### src/hw/rtl/pcc_pkg.sv
package pcc_pkg;

    // default build values
    localparam int ITERATIONS_DEF  = 16;
    localparam int COORD_WIDTH_DEF = 16;

    // datapath widths: coordinates in Q.8, angle in 1/65536 degree
    localparam int DP_W   = 28;
    localparam int ANG_W  = 27;
    localparam int GAIN_W = 17;
    localparam int PROD_W = DP_W + GAIN_W;
    localparam int ATAN_LEN = 24;

    // inverse cordic gain, 0.6072529 in Q.16
    localparam logic signed [GAIN_W-1:0] CORDIC_K = 17'sd39797;

    localparam logic signed [ANG_W-1:0] DEG90  = 27'sd5898240;
    localparam logic signed [ANG_W-1:0] DEG180 = 27'sd11796480;
    localparam logic signed [ANG_W-1:0] DEG360 = 27'sd23592960;

    localparam logic signed [17:0] ANGLE_LIMIT = 18'sd23040;

    // atan(2^-i) in 1/65536 degree
    localparam logic signed [ANG_W-1:0] ATAN_TAB [0:ATAN_LEN-1] = '{
        27'sd2949120, 27'sd1740967, 27'sd919879, 27'sd466945,
        27'sd234379,  27'sd117304,  27'sd58666,  27'sd29335,
        27'sd14668,   27'sd7334,    27'sd3667,   27'sd1833,
        27'sd917,     27'sd458,     27'sd229,    27'sd115,
        27'sd57,      27'sd29,      27'sd14,     27'sd7,
        27'sd4,       27'sd2,       27'sd1,      27'sd0
    };

    typedef enum logic {
        OP_TO_POLAR = 1'b0,
        OP_TO_CART  = 1'b1
    } t_op;

    typedef struct packed {
        t_op                op;
        logic signed [15:0] x_in;
        logic signed [15:0] y_in;
        logic        [15:0] magnitude_in;
        logic signed [15:0] angle_in;
    } t_cmd;

    typedef struct packed {
        logic signed [15:0] x_out;
        logic signed [15:0] y_out;
        logic        [15:0] magnitude_out;
        logic signed [15:0] angle_out;
    } t_res;

    // one point on its way through the rotation stages
    typedef struct packed {
        t_op                    op;
        logic                   zero;
        logic signed [DP_W-1:0]  x;
        logic signed [DP_W-1:0]  y;
        logic signed [ANG_W-1:0] z;
    } t_lane;

endpackage

### src/hw/rtl/pcc_stage.sv
module pcc_stage #(
    parameter int SHIFT = 0
) (
    input  logic          i_clk,
    input  logic          i_rst_n,
    input  logic          i_valid,
    input  pcc_pkg::t_lane i_lane,
    output logic          o_valid,
    output pcc_pkg::t_lane o_lane
);

    logic signed [pcc_pkg::DP_W-1:0]  w_x;
    logic signed [pcc_pkg::DP_W-1:0]  w_y;
    logic signed [pcc_pkg::ANG_W-1:0] w_z;
    logic signed [pcc_pkg::DP_W-1:0]  w_xs;
    logic signed [pcc_pkg::DP_W-1:0]  w_ys;
    logic                             w_ccw;
    pcc_pkg::t_lane                   n_lane;
    pcc_pkg::t_lane                   r_lane;
    logic                             r_valid;

    assign w_x  = i_lane.x;
    assign w_y  = i_lane.y;
    assign w_z  = i_lane.z;
    assign w_xs = w_x >>> SHIFT;
    assign w_ys = w_y >>> SHIFT;

    // rotation steers by the residual angle, vectoring by the sign of y
    assign w_ccw = (i_lane.op == pcc_pkg::OP_TO_CART) ? !w_z[pcc_pkg::ANG_W-1]
                                                      : w_y[pcc_pkg::DP_W-1];

    // one micro-rotation
    always_comb begin
        n_lane = i_lane;
        if (w_ccw) begin
            n_lane.x = w_x - w_ys;
            n_lane.y = w_y + w_xs;
            n_lane.z = w_z - pcc_pkg::ATAN_TAB[SHIFT];
        end else begin
            n_lane.x = w_x + w_ys;
            n_lane.y = w_y - w_xs;
            n_lane.z = w_z + pcc_pkg::ATAN_TAB[SHIFT];
        end
    end

    // valid bit
    always_ff @(posedge i_clk) begin
        if (!i_rst_n) begin
            r_valid <= 1'b0;
        end else begin
            r_valid <= i_valid;
        end
    end

    // stage payload
    always_ff @(posedge i_clk) begin
        r_lane <= n_lane;
    end

    assign o_valid = r_valid;
    assign o_lane  = r_lane;

endmodule

### config.mk
export PLATFORM = sky130hd
export DESIGN_NAME = pcc_stage
export DESIGN_NICKNAME = d
export VERILOG_FILES = /design/src/hw/rtl/pcc_pkg.sv /design/src/hw/rtl/pcc_stage.sv
export SDC_FILE = /design/constraint.sdc
export NUM_CORES = 1
export LEC_CHECK = 0
export BUFFER_PORTS_ARGS = -buffer_cell sky130_fd_sc_hd__buf_2
export CAP_MARGIN = 20
export CORE_ASPECT_RATIO = 2
export CORE_MARGIN = 1.5
export CORE_UTILIZATION = 50
export CTS_CLUSTER_DIAMETER = 40
export DETAILED_ROUTE_END_ITERATION = 16
export GPL_ROUTABILITY_DRIVEN = 0
export GPL_TIMING_DRIVEN = 0
export PLACE_DENSITY = 0.76
export SYNTH_ARGS = -nofsm -noshare
export SYNTH_HDL_FRONTEND = slang
export SYNTH_SLANG_ARGS = --single-unit
export TNS_END_PERCENT = 10
### constraint.sdc
create_clock -name i_clk -period 7.1 [get_ports i_clk]
set_clock_uncertainty 0.2 [all_clocks]
set_input_delay 0.71 -clock i_clk [delete_from_list [all_inputs] [get_ports i_clk]]
set_output_delay 0.71 -clock i_clk [all_outputs]
set_load 0.01 [all_outputs]
==> results of run 1 <==
[sequential cells by signal, summed over array words and instances (netlist names)]
register  count
o_valid       1
o_lane       84
[layout make-up]
class	count	area, µm²
clock inverter	5	42.5
multi-input combinational	675	4870
tap	189	236
sequential	85	1700
timing repair buffer	173	866
buffer	39	181
clock buffer	11	243
fill	1355	5430
inverter	87	327
[cells by family (layout without fill, tap and decap cells)]
family | after synthesis | in the layout | synth area share, %
compound gates | 288 | 288 | 26.9
mux | 9 | 9 | 1.29
flops | 85 | 85 | 24.0
buf+inv | 126 | 315 | 7.18
xor+xnor | 63 | 63 | 7.80
simple gates | 216 | 216 | 15.0
fa+ha+maj | 99 | 99 | 17.8
[worst max-delay path, stage by stage]
cell and delay (ns):
sky130_fd_sc_hd__buf_2 0.11, sky130_fd_sc_hd__mux2_2 0.29, sky130_fd_sc_hd__clkbuf_1 0.47, sky130_fd_sc_hd__clkbuf_1 0.57, sky130_fd_sc_hd__buf_1 0.63, sky130_fd_sc_hd__xnor2_1 0.15
sky130_fd_sc_hd__ha_1 0.24, sky130_fd_sc_hd__o21ai_0 0.17, sky130_fd_sc_hd__nand2_1 0.09, sky130_fd_sc_hd__o211ai_1 0.12, sky130_fd_sc_hd__o2bb2ai_1 0.18, sky130_fd_sc_hd__o21ai_0 0.15
sky130_fd_sc_hd__o41a_1 0.35, sky130_fd_sc_hd__xnor2_1 0.13
[per-stage QoR]
stage                     instances  hold slack [ns]  worst slack [ns]  utilization, %
final                          1264            0.256              2.79            60.9
after global routing           1264            0.254              2.59            60.9
after floorplan                 886            0.538              3.63               -
after global placement         1248            0.612              2.58            58.9
after CTS                      1264            0.256              2.90            60.9
after detailed placement       1248            0.614              2.55            58.9
[metal layers]
| layer | global-route usage [%] | up-vias | part of all wire [%] |
|---|---|---|---|
| met5 | 0 | - | 0 |
| met4 | 24.6 | 0 | 8.5 |
| met3 | 4.03 | 156 | 7.5 |
| met2 | 56.0 | 484 | 52 |
| met1 | 29.9 | 3312 | 32 |
| li1 | - | 3466 | - |
[power breakdown]
| group | internal [mW] | switching (mW) | leakage [nW] |
|---|---|---|---|
| Clock | 0.252 | 0.209 | 0.142 |
| Combinational | 0.282 | 0.441 | 3.17 |
| Sequential | 0.578 | 0.0262 | 0.717 |
[final timing paths]
check,startpoint,endpoint,slack (ns),depth (start not counted)
setup / recovery,i_lane[84],o_lane[26],2.79,14
hold / removal,i_lane[14],o_lane[14],0.26,1
[cell usage in the layout, fill, tap and decap left out, types with 4 or more instances in the layout]
cell	Yosys	routed
sky130_fd_sc_hd__nor2_1	67	67
sky130_fd_sc_hd__o22ai_1	7	7
sky130_fd_sc_hd__a211oi_1	4	4
sky130_fd_sc_hd__ha_1	96	96
sky130_fd_sc_hd__and3_1	4	4
sky130_fd_sc_hd__xnor2_1	51	51
sky130_fd_sc_hd__o21bai_1	21	21
sky130_fd_sc_hd__o31a_1	4	4
sky130_fd_sc_hd__xor2_1	12	12
sky130_fd_sc_hd__inv_1	83	83
sky130_fd_sc_hd__and2_1	9	9
sky130_fd_sc_hd__a21o_1	16	16
sky130_fd_sc_hd__buf_2	10	183
sky130_fd_sc_hd__nand4_1	11	11
sky130_fd_sc_hd__o31ai_1	9	9
sky130_fd_sc_hd__or3_1	12	12
sky130_fd_sc_hd__a31oi_1	8	8
sky130_fd_sc_hd__mux2i_1	8	8
sky130_fd_sc_hd__o21a_1	16	16
sky130_fd_sc_hd__dfxtp_1	85	85
sky130_fd_sc_hd__o2111ai_1	5	5
sky130_fd_sc_hd__nand3_1	10	10
sky130_fd_sc_hd__nand2b_1	11	11
sky130_fd_sc_hd__clkbuf_1	19	20
sky130_fd_sc_hd__a221oi_1	4	4
sky130_fd_sc_hd__o211ai_1	8	8
sky130_fd_sc_hd__nor3_1	20	20
sky130_fd_sc_hd__clkbuf_16	0	9
sky130_fd_sc_hd__buf_1	6	6
sky130_fd_sc_hd__nor2b_1	9	9
sky130_fd_sc_hd__o21ai_0	56	56
sky130_fd_sc_hd__nand2_1	47	47
sky130_fd_sc_hd__a21oi_1	85	85
==> results.md, run 1 <==
- Run status: finished clean
- Largest net degree at the start of global routing: 16
- Number of clock buffers inserted by TritonCTS: 9
- Avg Synthesized Cell Area: 7.99 µm²
- Setup TNS: 0 ns
- VDD IR max: 0.123 mV
- Slew at the pin closest to its max-slew limit: 0.932 ns
- Design Area, Final: 0.00846 mm²
- Crit path DAT: 4.35 ns
- Synth cell count leaders: sky130_fd_sc_hd__ha_1 (96), sky130_fd_sc_hd__a21oi_1 (85), sky130_fd_sc_hd__dfxtp_1 (85)
- DRC: 0
- Count of antenna diodes in the layout: 0
- Share of layout cells above drive strength 1: 20.7%
- Placed Area: 0.00818 mm²
- # rows: 61
- Die Ht: 171 µm
- Capturing element type of the critical path: register
- FMAX: 232 MHz
- Die Area: 0.0149 mm²
- Clock input transition at the sequential cells of the worst setup and hold paths: 0.06 ns
- Final WL: 23300 µm
- DR WL/cell: 18.5 µm
- Syn nets: 1073
- Number of antenna-violating nets in the routed design: 0
- Initial antenna violation count: 0
- Gate Count Post-Synth: 886
- Count of maximum capacitance violations: 0
- DR iter-0 viols: 606
- Vias: 7418
- Clk sinks: 85
- Seq/Total Area, Yosys: 24.0%
- Reported leakage power: 4.03 nW
- Synth Cell Area: 0.00708 mm²
- Post-synthesis cell type with the largest combined area: sky130_fd_sc_hd__dfxtp_1
- Hold Violations, Final: 0
- Library cell with the highest instance count after synthesis: sky130_fd_sc_hd__ha_1
- Count of buffers added by post-CTS timing repair for setup: 0
- Yosys warning count: 0
- Via-to-Cell Ratio: 5.87
- RSZ-0062 raised after global routing: no
- Number of iterations in the first detailed-routing pass: 8
- Core box area: 0.0139 mm²
- Starting density of the core: 50.9%
- Final-report max-slew violation count: 0
- Total power draw: 1.79 mW
- Endpoint required time on the critical path: 7.15 ns
- Number of distinct library cell variants in the gate-level netlist after synthesis: 74
- Via count of the first global-routing pass: 6963
- HPWL after DPL: 18400 µm
- Maximum count of clock buffers along a single path: 2
- Crit path max fanout: 10
- CTS Root Buffer Type: sky130_fd_sc_hd__clkbuf_16
- Total of buffers placed on input and output ports: 173
- Die Span X: 87.1 µm
- Minimum period implied by the final worst setup slack: 4.31 ns
- Total global routing overflow: 0
- CTS Hold Buffers Added: 0
- Remaining max-slew budget at the tightest pin: 37.9%
- First-pass GRT wire length: 34900 µm
- H-tree depth reported by CTS: 3
- TritonCTS clock tree: yes
- Net count reported at finish: 1257
- Type of the tightest min-delay check: input pin to register
- Overall fraction of global-route tracks in use: 30.6%
- Post-synthesis sequential element count: 85
- Largest cells by area after synthesis: sky130_fd_sc_hd__dfxtp_1 (24%), sky130_fd_sc_hd__ha_1 (17%), sky130_fd_sc_hd__xnor2_1 (6.3%)
- Final worst-path cycle share: 60.7%
- EDFF count, synth: 0
- Setup violation total in the final timing report: 0
- Synth-to-Final Area Change: 19.6%
- Leading register cell type out of synthesis: sky130_fd_sc_hd__dfxtp_1
- Critical setup path kind: input pin to register
- # resized after CTS: 0
- Area fraction of the dominant cell type after synthesis: 24.0%
- Critical path startpoint category: input pin
- Io pins: 174
- Async SR Flop Fraction: 0%
- P per Cell Area: 211 mW/mm²
No activity file was read; power rests on OpenSTA's default activity.
==> run 2, diff against run 1 <==
--- a/config.mk
+++ b/config.mk
@@ -5,6 +5,7 @@
 export SDC_FILE = /design/constraint.sdc
 export NUM_CORES = 1
 export LEC_CHECK = 0
+export ABC_AREA = 1
 export BUFFER_PORTS_ARGS = -buffer_cell sky130_fd_sc_hd__buf_2
 export CAP_MARGIN = 20
 export CORE_ASPECT_RATIO = 2
==> constraint.sdc (replaced) <==
create_clock -name i_clk -period 3.55 [get_ports i_clk]
set_clock_uncertainty 0.2 [all_clocks]
set_input_delay 0.355 -clock i_clk [delete_from_list [all_inputs] [get_ports i_clk]]
set_output_delay 0.355 -clock i_clk [all_outputs]
set_load 0.01 [all_outputs]
==> run 2 against run 1 <==
Non-clock buffer count grew 18. Cell count increased by 54%. Sequential share of layout area shrank 4.1 points. Utilization fell by 0.72 points. Global-route usage up 2.5 points. Clock power is 130% higher. Critical path depth unchanged. Via count is 39% higher. First-iteration DRC count is 0.17% higher. Count of clock-buffer cells in the layout down 1. Combinational power increased by 130%.
==> results.md, run 2 <==
- Run status: finished clean
- Largest cells by area after synthesis: sky130_fd_sc_hd__nand2_1 (21%), sky130_fd_sc_hd__dfxtp_1 (19%), sky130_fd_sc_hd__ha_1 (13%)
- Endpoint required time on the critical path: 3.59 ns (-3.56 ns)
- Slew at the pin closest to its max-slew limit: 0.758 ns (-0.174 ns)
- Share of layout cells above drive strength 1: 16.7% (-3.9 points)
- Maximum count of clock buffers along a single path: 2 (unchanged)
- Count of maximum capacitance violations: 0 (unchanged)
- Total of buffers placed on input and output ports: 173 (unchanged)
- Final WL: 31100 µm (+33%)
- RSZ-0062 raised after global routing: no
- CTS Root Buffer Type: sky130_fd_sc_hd__clkbuf_16
- # resized after CTS: 0 (unchanged)
- Overall fraction of global-route tracks in use: 33.1% (+2.5 points)
- Total global routing overflow: 0 (unchanged)
- Setup violation total in the final timing report: 0 (unchanged)
- Source of the worst hold timing path: i_lane[16]
- DRC: 0 (unchanged)
- Setup TNS: 0 ns (unchanged)
- Core box area: 0.0177 mm² (+27%)
- Number of placed cells counting well taps: 1906 (+53%)
- Critical setup path kind: input pin to register
- First-pass GRT wire length: 48300 µm (+38%)
- Area fraction of the dominant cell type after synthesis: 21.2% (-2.8 points)
- Final cell count without fillers: 1941 (+54%)
- Via count of the first global-routing pass: 9908 (+42%)
- Post-synthesis cell type with the largest combined area: sky130_fd_sc_hd__nand2_1
- Library cell with the highest instance count after synthesis: sky130_fd_sc_hd__nand2_1
- DR WL/cell: 16.0 µm (-13%)
- EDFF count, synth: 0 (unchanged)
- Die Area: 0.0188 mm² (+26%)
- Critical path startpoint category: input pin
- Clk sinks: 85 (unchanged)
- Type of the tightest min-delay check: input pin to register
- FMAX: 332 MHz
- TritonCTS clock tree: yes
- Worst-path cell chain: dlygate4sd3_1 > buf_2 > nand2_1 > inv_1 > nor2_2 > buf_6 > buf_2 > ha_1 > a21oi_1 > o21ai_0 > a21oi_1 > nand3_1 > nand2_1 > nand2_1
- Top Family by Delay on Critical Path: buffers and inverters
- Gate Count Post-Synth: 1520 (+72%)
- Synth Cell Area: 0.00899 mm² (+27%)
- Die Ht: 193 µm (+13%)
- Hold Violations, Final: 0 (unchanged)
- Minimum period implied by the final worst setup slack: 3.01 ns
- Syn nets: 1707 (+59%)
- Number of distinct library cell variants in the gate-level netlist after synthesis: 39 (-47%)
- DR iter-0 viols: 607 (+0.17%)
- Count of buffers added by post-CTS timing repair for setup: 0 (unchanged)
- End of the worst hold path: o_lane[16]
- Maximum cell stage delay along the critical path: 0.53 ns (-0.10 ns)
- Slowest CP cell: sky130_fd_sc_hd__dlygate4sd3_1
- Final worst-path cycle share: 84.9%
- Capturing element type of the critical path: register
- CTS Hold Buffers Added: 20 (+20)
- Starting density of the core: 50.8% (-0.13 points)
- Number of stages on the worst hold path: 2 (+1)
- Io pins: 174 (unchanged)
- Final-report max-slew violation count: 0 (unchanged)
- Vias: 10300 (+39%)
- # rows: 69 (+13%)
- Seq/Total Area, Yosys: 18.9% (-5.1 points)
- Synth cell count leaders: sky130_fd_sc_hd__nand2_1 (509), sky130_fd_sc_hd__inv_1 (295), sky130_fd_sc_hd__nand3_1 (133)
- Via-to-Cell Ratio: 5.33 (-9.2%)
- Die Span X: 97.8 µm (+12%)
- VDD IR max: 0.206 mV (+66%)
- Leading register cell type out of synthesis: sky130_fd_sc_hd__dfxtp_1
- Most frequent standard cell in the layout excluding fill and tap cells: sky130_fd_sc_hd__nand2_1
- Crit path max fanout: 14 (+4)
- Worst path depth: 14 (unchanged)
- Remaining max-slew budget at the tightest pin: 49.5% (+12 points)
- H-tree depth reported by CTS: 3 (unchanged)
- Highest-count cells in the layout ignoring fill and taps: sky130_fd_sc_hd__nand2_1 (509), sky130_fd_sc_hd__inv_1 (295), sky130_fd_sc_hd__buf_2 (186)
- Async SR Flop Fraction: 0% (unchanged)
- Initial antenna violation count: 0 (unchanged)
- Yosys warning count: 0 (unchanged)
- Crit path DAT: 3.06 ns (-1.29 ns)
- Post-synthesis sequential element count: 85 (unchanged)
- Synth-to-Final Area Change: 18.5%
- Number of iterations in the first detailed-routing pass: 6 (-2)
- Number of flip-flops in the largest register: 84 (unchanged)
- Reported leakage power: 6.34 nW (+57%)
- Most numerous cell on the critical path: sky130_fd_sc_hd__nand2_1
- # fillers: 1774 (+31%)
- P per Cell Area: 365 mW/mm² (+73%)
- HPWL after DPL: 25400 µm (+38%)
- Net count reported at finish: 1911 (+52%)
- Clock input transition at the sequential cells of the worst setup and hold paths: 0.06 ns (about the same)
- Number of buffer and inverter stages on the critical path: 5 (+1)
- Number of clock buffers inserted by TritonCTS: 9 (unchanged)
- Number of antenna-violating nets in the routed design: 0 (unchanged)
- Largest net degree at the start of global routing: 15 (-1)
- Avg Synthesized Cell Area: 5.92 µm² (-26%)
==> run 2: through the flow <==
step / cell area (µm²) / hold slack [ns] / worst slack (ns) / power, mW / utilization [%]
floorplan: 8990 / 0.183 / 1.40 / 2.22 / -
global placement: 10100 / 0.257 / 0.783 / 2.76 / 57.2
detailed placement: 10100 / 0.259 / 0.758 / 2.79 / 57.2
CTS: 10700 / 0.00184 / 0.563 / 3.88 / 60.2
global route: 10700 / 0.0110 / 0.295 / 4.13 / 60.2
finish: 10700 / 0.00944 / 0.535 / 3.89 / 60.2
==> run 2: layer usage <==
| metal | GRT usage, % | vias up | share of wire, % | wire length [µm] |
|---|---|---|---|---|
| met5 | 0 | - | 0 | 0 |
| met2 | 59.8 | 478 | 49 | 15300 |
| li1 | - | 5096 | - | - |
| met4 | 35.1 | 0 | 12 | 3770 |
| met3 | 6.41 | 211 | 6.5 | 2020 |
| met1 | 29.1 | 4563 | 32 | 10000 |
==> run 2: worst max-delay path by stage <==
stage / end / slack (ns) / startpoint
after floorplan: o_lane[26] / 1.40 / i_lane[84]
after global placement: o_lane[26] / 0.78 / i_lane[84]
after detailed placement: o_lane[26] / 0.76 / i_lane[84]
after CTS: o_lane[26] / 0.56 / i_lane[84]
after global routing: o_lane[26] / 0.29 / i_lane[84]
final: o_lane[26] / 0.54 / i_lane[84]
==> run 2: kinds of logic (layout without fill, tap and decap cells) <==
group	after synthesis	in the layout	synth area share [%]
buffers and inverters	338	545	15.7
AO/OA/AOI/OAI	161	161	9.89
adder cells (fa/ha/maj)	99	99	14.0
other	0	1	0
AND/OR/NAND/NOR	818	818	39.5
flip-flops	85	85	18.9
multiplexers	2	2	0.223
XOR/XNOR	17	17	1.74
==> run 2: area by class of cell <==
| type | count | area, µm² | share of cell area [%] |
|---|---|---|---|
| Multi-Input combinational cell | 1097 | 5880 | 55.2 |
| Sequential cell | 85 | 1700 | 16.0 |
| Inverter | 301 | 1130 | 10.6 |
| Timing Repair Buffer | 193 | 1070 | 10.0 |
| Buffer | 37 | 283 | 2.65 |
| Tap cell | 213 | 267 | 2.50 |
| Clock buffer | 10 | 229 | 2.15 |
| Clock inverter | 4 | 98.8 | 0.928 |
| Antenna cell | 1 | 2.50 | 0.0235 |
==> run 2: power by group <==
| group | internal [mW] | total, mW | leakage [nW] | switching, mW |
|---|---|---|---|---|
| logic | 0.576 | 1.67 | 5.47 | 1.10 |
| clock network | 0.681 | 1.07 | 0.159 | 0.384 |
| registers | 1.12 | 1.15 | 0.717 | 0.0340 |
==> run 3, diff against run 2 <==
--- a/config.mk
+++ b/config.mk
@@ -5,7 +5,7 @@
 export SDC_FILE = /design/constraint.sdc
 export NUM_CORES = 1
 export LEC_CHECK = 0
-export ABC_AREA = 1
+export ABC_AREA = 0
 export BUFFER_PORTS_ARGS = -buffer_cell sky130_fd_sc_hd__buf_2
 export CAP_MARGIN = 20
 export CORE_ASPECT_RATIO = 2
@@ -15,7 +15,7 @@
 export DETAILED_ROUTE_END_ITERATION = 16
 export GPL_ROUTABILITY_DRIVEN = 0
 export GPL_TIMING_DRIVEN = 0
-export PLACE_DENSITY = 0.76
+export PLACE_DENSITY = 0.79
 export SYNTH_ARGS = -nofsm -noshare
 export SYNTH_HDL_FRONTEND = slang
 export SYNTH_SLANG_ARGS = --single-unit
==> constraint.sdc (replaced) <==
create_clock -name i_clk -period 2.59 [get_ports i_clk]
set_clock_uncertainty 0.2 [all_clocks]
set_input_delay 0.259 -clock i_clk [delete_from_list [all_inputs] [get_ports i_clk]]
set_output_delay 0.259 -clock i_clk [all_outputs]
set_load 0.01 [all_outputs]
==> run 3 against run 2 <==
The flow now finishes with violations (negative setup slack). First-iteration DRC count is 5.9% lower. Flip-flop and latch count stayed put. Global-route usage fell by 0.22 points. Sequential share of layout area increased by 1.8 points. Critical path type unchanged. Largest cell class unchanged. Highest routed layer unchanged.
==> results.md, run 3 (synthesis gave the netlist of run 1 again) <==
- HPWL after DPL: 18300 µm (-28%)
- Number of flip-flops in the largest register: 84 (unchanged)
- Highest-count cells in the layout ignoring fill and taps: sky130_fd_sc_hd__buf_2 (178), sky130_fd_sc_hd__dfxtp_1 (85), sky130_fd_sc_hd__ha_1 (83)
- Hold Violations, Final: 0 (unchanged)
- Maximum count of clock buffers along a single path: 2 (unchanged)
- H-tree depth reported by CTS: 3 (unchanged)
- First-pass GRT wire length: 37600 µm (-22%)
- DR iter-0 viols: 571 (-5.9%)
- Setup violation total in the final timing report: 6 (+6)
- Final worst-path cycle share: 103%
- Violated checks: negative setup slack
- TritonCTS clock tree: yes
- Final WL: 25400 µm (-18%)
- DR WL/cell: 19.3 µm (+21%)
- Crit path DAT: 2.69 ns (-0.37 ns)
- Total of buffers placed on input and output ports: 173 (unchanged)
- Net count reported at finish: 1306 (-32%)
- Slowest CP cell: sky130_fd_sc_hd__o41a_1
- Total global routing overflow: 0 (unchanged)
- Number of iterations in the first detailed-routing pass: 8 (+2)
- Worst-case setup margin in the final layout: -0.0706 ns (-0.606 ns)
- Total power draw: 5.25 mW (+35%)
- Hold_ws: 0.0145 ns (+0.00508 ns)
- Starting density of the core: 50.9% (+0.13 points)
- Critical setup path kind: input pin to register
- Count of maximum capacitance violations: 0 (unchanged)
- CTS Root Buffer Type: sky130_fd_sc_hd__clkbuf_16
- Clock input transition at the sequential cells of the worst setup and hold paths: 0.07 ns (about the same)
- Slew at the pin closest to its max-slew limit: 0.876 ns (+0.118 ns)
- Crit path max fanout: 3 (-11)
- Die Area: 0.0149 mm² (-21%)
- Minimum period implied by the final worst setup slack: 2.66 ns
- Maximum cell stage delay along the critical path: 0.41 ns (-0.12 ns)
- Via-to-Cell Ratio: 6.04 (+13%)
- Capturing element type of the critical path: register
- Endpoint required time on the critical path: 2.62 ns (-0.97 ns)
- Initial antenna violation count: 0 (unchanged)
- Largest net degree at the start of global routing: 20 (+5)
- Run status: complete, but fails checks
- P per Cell Area: 549 mW/mm² (+50%)
- Reported leakage power: 4.42 nW (-30%)
- Critical path startpoint category: input pin
- Most frequent standard cell in the layout excluding fill and tap cells: sky130_fd_sc_hd__buf_2
- Die Ht: 171 µm (-11%)
- # rows: 61 (-12%)
- VDD IR max: 0.343 mV (+67%)
- Share of layout cells above drive strength 1: 30.1% (+13 points)
- Worst-path cell chain: buf_2 > inv_1 > ha_2 > fa_2 > nor2b_1 > o31a_1 > o41a_1 > a21oi_2 > o31ai_2 > a221oi_1 > o221ai_2 > xor2_1
- Number of antenna-violating nets in the routed design: 0 (unchanged)
- Via count of the first global-routing pass: 7663 (-23%)
- Die Span X: 87.1 µm (-11%)
- RSZ-0062 raised after global routing: yes
- FMAX: 376 MHz
- Core box area: 0.0139 mm² (-22%)
- Io pins: 174 (unchanged)
- Clk sinks: 85 (unchanged)
- Number of clock buffers inserted by TritonCTS: 9 (unchanged)
- Synth-to-Final Area Change: 35.0%
- Type of the tightest min-delay check: input pin to register
- # fillers: 1113 (-37%)
- Final-report max-slew violation count: 0 (unchanged)
- Vias: 7935 (-23%)
- Remaining max-slew budget at the tightest pin: 41.6% (-7.9 points)
- Count of antenna diodes in the layout: 0 (-1)
- Overall fraction of global-route tracks in use: 32.9% (-0.22 points)
- DRC: 0 (unchanged)
## run 3: changes by cell type in the layout (fill, tap and decap cells not counted), sizes merged, moves of 15 or more
cell | previous run | this run
nand2 | 527 | 47
inv | 300 | 86
nand3 | 143 | 10
xnor2 | 3 | 51
nor2 | 107 | 67
nand4 | 31 | 11
nor3 | 5 | 22
a21o | 1 | 16
clkbuf | 11 | 26
## run 3: repair_timing
| item | in CTS | in global routing |
|---|---|---|
| buffers inserted | 13 | 15 |
| resized for setup | 46 | 98 |
| pin swaps | 25 | 34 |
| endpoints found under the setup margin | 24 | 31 |
| hold buffers | 23 | 0 |
| endpoints found under the hold margin | 22 | 0 |
## run 3: area by class of cell
type / count / area, µm² / area share [%]
plain buffers: 37 / 270 / 2.83
clock buffers: 11 / 253 / 2.65
clock inverters: 5 / 41.3 / 0.432
inverters: 87 / 345 / 3.61
multi-input cells: 675 / 5370 / 56.2
flip-flops and latches: 85 / 1700 / 17.8
well taps: 189 / 236 / 2.47
repair buffers: 224 / 1340 / 14.0
## run 3: worst max-delay path, delay by kind of cell
family | cells | cell delay, ns
compound gates | 6 | 1.57
fa+ha+maj | 2 | 0.41
buf+inv | 2 | 0.19
xor+xnor | 1 | 0.18
simple gates | 1 | 0.06
## run 3: where the power goes
| group | switching [mW] | total (mW) | internal (mW) |
|---|---|---|---|
| Sequential | 0.0722 | 1.66 | 1.58 |
| Combinational | 1.35 | 2.30 | 0.951 |
| Clock | 0.579 | 1.29 | 0.715 |
| Total | 2.00 | 5.25 | 3.25 |
## run 3: path summary, 6_finish.rpt
| kind | startpoint | to | cells after the start |
|---|---|---|---|
| setup / recovery | i_lane[27] | o_lane[51] | 12 |
| hold / removal | i_lane[18] | o_lane[18] | 2 |
## run 3: per-stage QoR
step           cell area [µm²]  setup TNS (ns)  worst slack [ns]  instances  utilization [%]
5_1_grt                   9560          -0.928            -0.116       1313             68.8
2_1_floorplan             7120         -0.0418           -0.0341        886                -
4_1_cts                   9040          -0.243           -0.0549       1299             65.1
6_report                  9560          -0.230           -0.0706       1313             68.8
3_3_place_gp              8220          -16.74            -0.854       1248             59.2
3_5_place_dp              8220          -17.20            -0.799       1248             59.2
## run 3: layer usage
| metal | routed length [µm] | GRT usage, % | share of wire, % |
|---|---|---|---|
| met5 | 0 | 0 | 0 |
| met4 | 2440 | 26.6 | 9.6 |
| met2 | 12800 | 58.8 | 50 |
| met1 | 8190 | 32.6 | 32 |
| met3 | 2020 | 5.33 | 8.0 |
